`src/swm_pkg.sv`:
```
// ----------------------------------------------------------------------------
// swm_pkg - sliding window maximum shared definitions
// Sizes, payload types and the control word handed from the sequence
// counter to the top level.
// ----------------------------------------------------------------------------
package swm_pkg;

    localparam int MAX_WINDOW   = 64;
    localparam int SAMPLE_WIDTH = 32;
    localparam int WIN_W        = 7;                    // window_size register width
    localparam int SEL_W        = $clog2(MAX_WINDOW);   // cell index width

    typedef logic signed [SAMPLE_WIDTH-1:0] t_sample;
    typedef logic        [WIN_W-1:0]        t_win;
    typedef logic        [SEL_W-1:0]        t_sel;

    // per-word decision made as a sample is taken in
    typedef struct packed {
        logic emit;     // this sample yields a result
        t_sel sel;      // cell that holds the window maximum
    } t_ctrl;

endpackage

```
`src/swm_cell.sv`:
```
// ----------------------------------------------------------------------------
// swm_cell - one stage of the running maximum chain
// Holds the maximum of the newest k+1 samples; on a shift it takes the
// larger of the incoming sample and its neighbour's value.
// ----------------------------------------------------------------------------
module swm_cell import swm_pkg::*; (
    input  logic    i_clk,
    input  logic    i_shift,
    input  t_sample i_sample,
    input  t_sample i_prev,
    output t_sample o_max
);

    t_sample r_max;
    t_sample n_max;

    assign n_max = (i_sample > i_prev) ? i_sample : i_prev;

    always_ff @(posedge i_clk) begin
        if (i_shift) begin
            r_max <= n_max;
        end
    end

    assign o_max = r_max;

endmodule

```
`config.mk`:
```
export PLATFORM = sky130hd
export DESIGN_NAME = swm_cell
export DESIGN_NICKNAME = d
export VERILOG_FILES = /design/src/swm_pkg.sv /design/src/swm_cell.sv
export SDC_FILE = /design/constraint.sdc
export NUM_CORES = 1
export LEC_CHECK = 0
export BUFFER_PORTS_ARGS = -buffer_cell sky130_fd_sc_hd__buf_2
export CORE_ASPECT_RATIO = 0.5
export CORE_MARGIN = 4
export CORE_UTILIZATION = 44
export DETAILED_ROUTE_END_ITERATION = 6
export PLACE_DENSITY = 0.83
export REMOVE_ABC_BUFFERS = 1
export SYNTH_ARGS = -nofsm -noshare
export SYNTH_HDL_FRONTEND = slang
export SYNTH_SLANG_ARGS = --single-unit
```
`constraint.sdc`:
```
create_clock -name i_clk -period 2.9 [get_ports i_clk]
set_input_delay 0.58 -clock i_clk [delete_from_list [all_inputs] [get_ports i_clk]]
set_output_delay 0.58 -clock i_clk [all_outputs]
set_load 0.02 [all_outputs]
```
==> results.cfg <==
[routing]
wire_per_inst_um = 18.2
drt-pass1-iter-count = 4
drc = 0
drt_iter0_drc = 115
avgViaCountPerCell = 5.18
drt_wl_total_um = 6860
num_vias = 1957
ant_nets = 0

[synthesis]
ys_ff_latch = 32
synth_common_cells = 34 x inv_1, 32 x edfxtp_1, 32 x ha_1
syn_inst = 180
yosysMostFrequentCell = inv_1
netlist_area_sq_um = 2350
ys_types = 26
ys_warn_count = 0
async_flop_share = 0
synthFlopType = edfxtp_1
synth_edf_count = 32
synth.largest_area_cell = edfxtp_1
synth_top_area_frac = 0.409
avgSynthCellArea_sq_um = 13.1
yosysSeqAreaShare = 0.409
synthTopCellsByArea = edfxtp_1 41%, mux2_4 19%, ha_1 17%

[min_path]
min_from = i_prev[28]
hold_end = o_max[28]
min_delay_path_depth = 2
hp-class = input port to register

[worst_setup_path]
crit_path_max_fanout = 6
cp.required_ns = 2.93
critPathMaxStageDelay_ns = 0.45
crit_chain = buf_2 -> inv_1 -> ha_1 -> nand2_1 -> nor4_4 -> nand4_2 -> or3_4 -> o2111ai_4 -> o221a_4 -> clkbuf_16 -> mux2_4
crit_path_start_kind = input port
crit_family = simple AND/OR/NAND/NOR gates
worst_ep_arrival_time_ns = 2.98
cp_num_buf_inv = 3
crit_slowest_cell = or3_4
crit_type = input port to register
timing.critical_path.from = i_prev[23]
worstSetupPathDepth = 11
cp-end-kind = register

[outcome]
violations = negative setup slack
status = complete, but fails checks

[power]
p_leak_nw = 1.73
power_density_nw_per_um2 = 433
irDropWorstVdd_mv = 0.248

[finish]
final_area_sq_um = 3430
diodes = 0
largest_register_ffs = 32
area_delta_synth_final_pct = 46.0
nNetsFinal = 405
n_fill_cell = 336
fin_util = 0.680
drive_above_1_share = 0.607

[placed_design]
postPlaceCellArea_sq_um = 3040
port_buffers = 97
hpwl_um = 4780
finalWeightedCongestion = 0.823

[grt]
grt_usage = 0.177
antenna_found_initial = 0
grt_pass1_wl_um = 9110
grt_pass1_vias = 1895
grt_overflow = 0
grt_max_degree = 33

[sta]
fmax_ghz = 0.339
setup_viol = 32
rsz0062_at_grt = true
min_period_ns = 2.95
tightestPinTransition_ns = 0.740
hold_viol_final = 0
timing.final.crit_share = 1.02
slew_headroom = 0.507
maxSlewViolCount = 0
fin_ws_ns = -0.0511

[die]
rows = 18
chipWidth_um = 111
fp.dieH_um = 59.7
fp.dieArea_sq_um = 6640
start_util = 0.466
ios = 98
core-area_sq_um = 5040

[clocking]
cts_buffers = 5
clockBufferDepth = 2
clock_sinks = 32
htreeDepth = 2
clk_pin_slew_ns = 0.07
tritoncts = yes
cts_root_buf = clkbuf_8

[flow_run]
cap_violations = 0
## area by class of cell
class                           count  area, sq um  area share
Clock buffer                        7         76.3      0.0222
Clock inverter                      1         3.75     0.00109
Inverter                           34          135      0.0394
Multi-Input combinational cell    111         1370       0.399
Sequential cell                    32          961       0.280
Tap cell                           70         87.6      0.0255
Timing Repair Buffer              123          798       0.233
## how the worst max path moves through the flow
stage                 to
2_1_floorplan   o_max[0]
6_report       o_max[24]
5_1_grt        o_max[24]
4_1_cts        o_max[15]
3_3_place_gp    o_max[0]
3_5_place_dp    o_max[0]
## placed cells by master, fill, tap and decap left out, types with 2 or more instances in the layout
master | netlist | layout
inv_1 | 34 | 25
clkbuf_8 | 0 | 5
inv_4 | 0 | 3
nand2_1 | 9 | 8
o21ai_0 | 2 | 2
nand4_1 | 3 | 3
clkbuf_1 | 0 | 2
buf_6 | 0 | 8
inv_2 | 0 | 6
buf_4 | 0 | 23
a221oi_1 | 2 | 2
a21oi_1 | 11 | 11
buf_2 | 0 | 87
nand3_1 | 3 | 3
mux2_4 | 30 | 31
ha_4 | 0 | 10
a21o_1 | 3 | 3
ha_1 | 32 | 22
edfxtp_1 | 32 | 32
buf_12 | 3 | 3
## where the power goes
group | switching [mW] | internal (mW) | total [mW]
registers | 0.0141 | 0.577 | 0.591
logic | 0.276 | 0.291 | 0.568
clock network | 0.159 | 0.167 | 0.326
## metrics by stage
step	setup TNS [ns]	power (mW)	hold slack, ns	std cells	setup slack, ns
after floorplan	-11.46	0.882	0.692	177	-0.403
after global placement	-8.13	1.06	0.897	364	-0.290
after detailed placement	-12.10	1.08	0.899	364	-0.420
after CTS	0	1.42	0.617	376	0.000278
after global routing	-2.33	1.55	0.592	378	-0.0959
final	-0.797	1.48	0.593	378	-0.0511
## logic make-up after synthesis
group                    Yosys count  share of synthesized area
buffers and inverters             37                     0.0799
multiplexers                      32                      0.201
adder cells (fa/ha/maj)           32                      0.170
flip-flops                        32                      0.409
AND/OR/NAND/NOR                   24                     0.0634
AO/OA/AOI/OAI                     23                     0.0761
## routing by layer
metal,GRT usage,vias to the layer above,routed length [um]
met5,0,-,0
met2,0.342,74,3620
met1,0.204,943,2560
met4,0.0503,0,301
li1,-,913,-
met3,0.0394,27,382
## timing repair
action / CTS / global route
hold buffers: 0 / 0
cloned: 1 / 1
pin swaps: 4 / 11
buffers inserted: 4 / 2
gates resized for setup: 5 / 39
setup endpoints to repair: 32 / 32
Power figures use the tool's default switching activity.
