## src/swm_pkg.sv

```systemverilog
// ----------------------------------------------------------------------------
// swm_pkg - sliding window maximum shared definitions
// Sizes, payload types and the control word handed from the sequence
// counter to the top level.
// ----------------------------------------------------------------------------
package swm_pkg;

    localparam int MAX_WINDOW   = 64;
    localparam int SAMPLE_WIDTH = 32;
    localparam int WIN_W        = 7;                    // window_size register width
    localparam int SEL_W        = $clog2(MAX_WINDOW);   // cell index width

    typedef logic signed [SAMPLE_WIDTH-1:0] t_sample;
    typedef logic        [WIN_W-1:0]        t_win;
    typedef logic        [SEL_W-1:0]        t_sel;

    // per-word decision made as a sample is taken in
    typedef struct packed {
        logic emit;     // this sample yields a result
        t_sel sel;      // cell that holds the window maximum
    } t_ctrl;

endpackage

```

## src/swm_ctrl.sv

```systemverilog
// ----------------------------------------------------------------------------
// swm_ctrl - window register and sequence counter
// Holds window_size, clamps it to 1..MAX_WINDOW and counts samples of the
// current sequence, saturating at the window.
// ----------------------------------------------------------------------------
module swm_ctrl import swm_pkg::*; (
    input  logic  i_clk,
    input  logic  i_rst_n,
    input  logic  i_cfg_we,
    input  t_win  i_cfg_data,
    input  logic  i_accept,
    input  logic  i_new_seq,
    output t_ctrl o_ctl,
    output t_win  o_win_eff
);

    localparam t_win WIN_ONE = t_win'(1);
    localparam t_win WIN_MAX = t_win'(MAX_WINDOW);

    t_win r_window;
    t_win r_seen;
    t_win n_seen;
    t_win w_eff;
    t_win w_base;

    always_comb begin
        if (r_window == '0) begin
            w_eff = WIN_ONE;
        end else if (r_window > WIN_MAX) begin
            w_eff = WIN_MAX;
        end else begin
            w_eff = r_window;
        end
    end

    always_comb begin
        w_base = i_new_seq ? '0 : r_seen;
        if (w_base < w_eff) begin
            n_seen = w_base + WIN_ONE;
        end else begin
            n_seen = w_eff;
        end
    end

    assign o_ctl.emit = (n_seen >= w_eff);
    assign o_ctl.sel  = SEL_W'(w_eff - WIN_ONE);
    assign o_win_eff  = w_eff;

    always_ff @(posedge i_clk) begin
        if (!i_rst_n) begin
            r_window <= WIN_ONE;
            r_seen   <= '0;
        end else begin
            if (i_cfg_we) begin
                r_window <= i_cfg_data;
            end
            if (i_accept) begin
                r_seen <= n_seen;
            end
        end
    end

endmodule
```

## config.mk

```make
export PLATFORM = sky130hd
export DESIGN_NAME = swm_ctrl
export DESIGN_NICKNAME = d
export VERILOG_FILES = /design/src/swm_pkg.sv /design/src/swm_ctrl.sv
export SDC_FILE = /design/constraint.sdc
export NUM_CORES = 1
export LEC_CHECK = 0
export BUFFER_PORTS_ARGS = -buffer_cell sky130_fd_sc_hd__buf_2
export CAP_MARGIN = 20
export CORE_UTILIZATION = 48
export DETAILED_ROUTE_END_ITERATION = 6
export PLACE_DENSITY = 0.75
export SYNTH_ARGS = -nofsm -noshare
export SYNTH_HDL_FRONTEND = slang
export SYNTH_SLANG_ARGS = --single-unit
export TNS_END_PERCENT = 1
```

## constraint.sdc

```tcl
create_clock -name i_clk -period 3.4 [get_ports i_clk]
set_clock_uncertainty 0.2 [all_clocks]
set_input_delay 0.34 -clock i_clk [delete_from_list [all_inputs] [get_ports i_clk]]
set_output_delay 0.34 -clock i_clk [all_outputs]
set_load 0.1 [all_outputs]
```

==> metrics.cfg <==
[outcome]
status = finished, violations left
violations = negative setup slack

[floorplanning]
die_h_um = 51.6
die_area_um2 = 2660
core_area_um2 = 2250
die_width_um = 51.6
row_count = 17
start_util_pct = 52.3
pin_count = 26

[synth]
yosysSeqAreaShare_pct = 23.8
yosysTopAreaCell = dfxtp_1
syn_inst = 135
ys_top_cells_by_area = dfxtp_1 (24%), ha_1 (16%), mux2i_1 (11%), nor2b_1 (5.3%), nand2_1 (3.5%)
avgSynthCellArea_um2 = 8.73
syn-num-nets = 162
syn-cell-area_um2 = 1180
ys_ff_latch = 14
yosys_warnings = 0
synth.distinct_cells = 34
synth_top_cell_area_share_pct = 23.8

[timing]
rsz0062_at_grt = yes
setup-violations-final = 1
tightest_slew_ns = 0.502
slew_headroom_pct = 66.8
fin_crit_ns = 3.74
fmax_ghz = 0.267
min_period_over_period_pct = 110
whs_ns = 0.0655
finalSetupTns_ns = -0.341
hold_viol = 0
slew_viol_final = 0
fin_ws_ns = -0.341

[power_and_ir_drop]
p_int_w = 0.000363
power_switching_share_pct = 47.7
comb_power_share_pct = 58.8
powerDensity_nw_per_um2 = 373
total_power_w = 0.000694
pwr-share-clk_pct = 15.0
power_switching_w = 0.000331
vdd_drop_max_mv = 0.325
p_leak_nw = 0.962
pwr-share-seq_pct = 26.2

[worst_hold_path]
hold_depth = 3
hold_class = in -> reg
min_to = r_window[0]
min_from = i_cfg_data[0]

[finish]
seq_area_um2 = 285
drive_above_1_share_pct = 56.6
layout_commonest_cell = buf_4
nNetsFinal = 225
final_cell_mix = buf_4 (36), buf_2 (24), mux2i_1 (12), dfxtp_1 (12)
final_cells = 224
antennaDiodeCount = 0
multiInputGateArea_um2 = 1040
syn_to_final_growth_pct = 57.9
fin_util_pct = 82.5
fillCellCount = 140

[global_routing]
grt_pass1_vias = 1265
grt_usage_pct = 31.2
grt_max_degree = 14
antenna_found_initial = 0
grt_overflow_total = 0
grt_pass1_wl_mm = 5.84

[critical_path]
start_kind = register
setup.worst_path.end_class = output port
worstPathRequired_ns = 2.86
rr_startpoint = r_seen[3]
arrival_ns = 3.20
worst-path-max-fanout = 5
r2r_cells = 8
rr_endpoint = r_seen[3]
r2r_slack_ns = 0.94
critPathKind = reg -> out

[drt]
wl_per_cell_um = 16.8
antenna_left = 0
drc = 0
dr.pass1.iters = 4
routed_via_density = 5.64
finalWirelength_mm = 3.76
drt-initial-drc-count = 42
num_vias = 1264

[clocking]
clock_sinks = 14
hold_buffers = 0
clk_latency_ns = 0.30
cts_tree = yes
htree_levels = 1
clkTransAtPathRegs_ns = 0.09
root_buffer = clkbuf_4
clockBufferDepth = 2
numCtsBuffers = 3

[placement]
hpwl_mm = 2.50
numPortBuffers = 25
gp_congestion = 0.976
dp.cells = 216

[run]
max_cap_violations = 0

-- what timing repair did --
item	4_1_cts	5_1_grt
setup endpoints to repair	1	1
buffers inserted	3	2
resized for setup	22	10
pin swaps	12	6
-- synthesized netlist by cell type, drive strengths merged --
cell     count
a211o        1
a211oi       1
a21o         2
a21oi        7
a22o         3
a31o         1
and2b        4
clkbuf       4
clkinv       1
dfxtp       14
ha          15
inv         10
mux2         2
mux2i       13
nand2       11
nand2b       1
nand3        2
nand4        1
nand4b       1
nand4bb      1
nor2         8
nor2b       10
nor3         2
o2111ai      1
o21ai        6
o21ba        3
o21bai       1
o31ai        1
or2b         1
or3          1
xnor2        3
xor2         3
-- power by group through the flow --
stage	Combinational, W	Clock [W]	Sequential [W]
3_5_place_dp	0.000349	0	0.000183
2_1_floorplan	0.000267	0	0.000186
4_1_cts	0.000387	0.0000999	0.000181
3_3_place_gp	0.000340	0	0.000183
6_report	0.000408	0.000104	0.000182
5_1_grt	0.000428	0.000114	0.000183
-- cell families (layout without fill, tap and decap cells) --
| logic type | Yosys count | count (layout) | synth area share [%] |
|---|---|---|---|
| AOI/OAI and AO/OA | 27 | 27 | 17.7 |
| xor gates and xnor gates | 6 | 6 | 4.46 |
| adders and majority gates | 15 | 15 | 15.9 |
| buffers and inverters | 15 | 76 | 4.78 |
| DFF | 14 | 14 | 23.8 |
| muxes | 15 | 15 | 13.0 |
| and+or+nand+nor | 43 | 43 | 20.4 |
-- through the flow --
step | cell area (um^2) | setup slack, ns
floorplan | 1250 | -0.245
global placement | 1640 | -0.236
detailed placement | 1640 | -0.350
CTS | 1800 | -0.208
global route | 1860 | -0.458
finish | 1860 | -0.341
-- critical path: stages (launching register included) --
cell      delay (ns)
dfxtp_1         0.36
nor2b_1         0.25
ha_4            0.24
nand4_1         0.16
nor2_4          0.06
a211oi_4        0.30
buf_4           0.22
mux2i_1         0.25
ha_1            0.29
a21oi_1         0.25
o21ai_2         0.10
a31o_4          0.24
buf_12          0.16
-- worst max path at each step --
stage                startpoint       end  slack [ns]  cells after the start
floorplan           r_window[1]  o_ctl[6]       -0.24                     13
global placement      i_new_seq  o_ctl[6]       -0.24                     13
detailed placement    i_new_seq  o_ctl[6]       -0.35                     13
CTS                 r_window[6]  o_ctl[6]       -0.21                     14
global route          r_seen[3]  o_ctl[6]       -0.46                     12
finish                r_seen[3]  o_ctl[6]       -0.34                     12
-- final cells by class --
cell class	count	area share [%]
timing repair buffer	62	22.7
tap	28	1.88
multi-input combinational	106	56.0
clock buffer	3	1.21
inverter	11	2.89
sequential	14	15.3
-- sequential cells by signal (all words and copies together) (netlist names) --
name / count
r_seen: 7
r_window: 7
-- routing by layer --
metal  track usage (%)  share of wire (%)
met1              33.7                 40
met2              55.4                 51
met3              7.02                5.7
met4              18.0                3.2
met5                 0                  0
(Power assumes the default switching activity.)
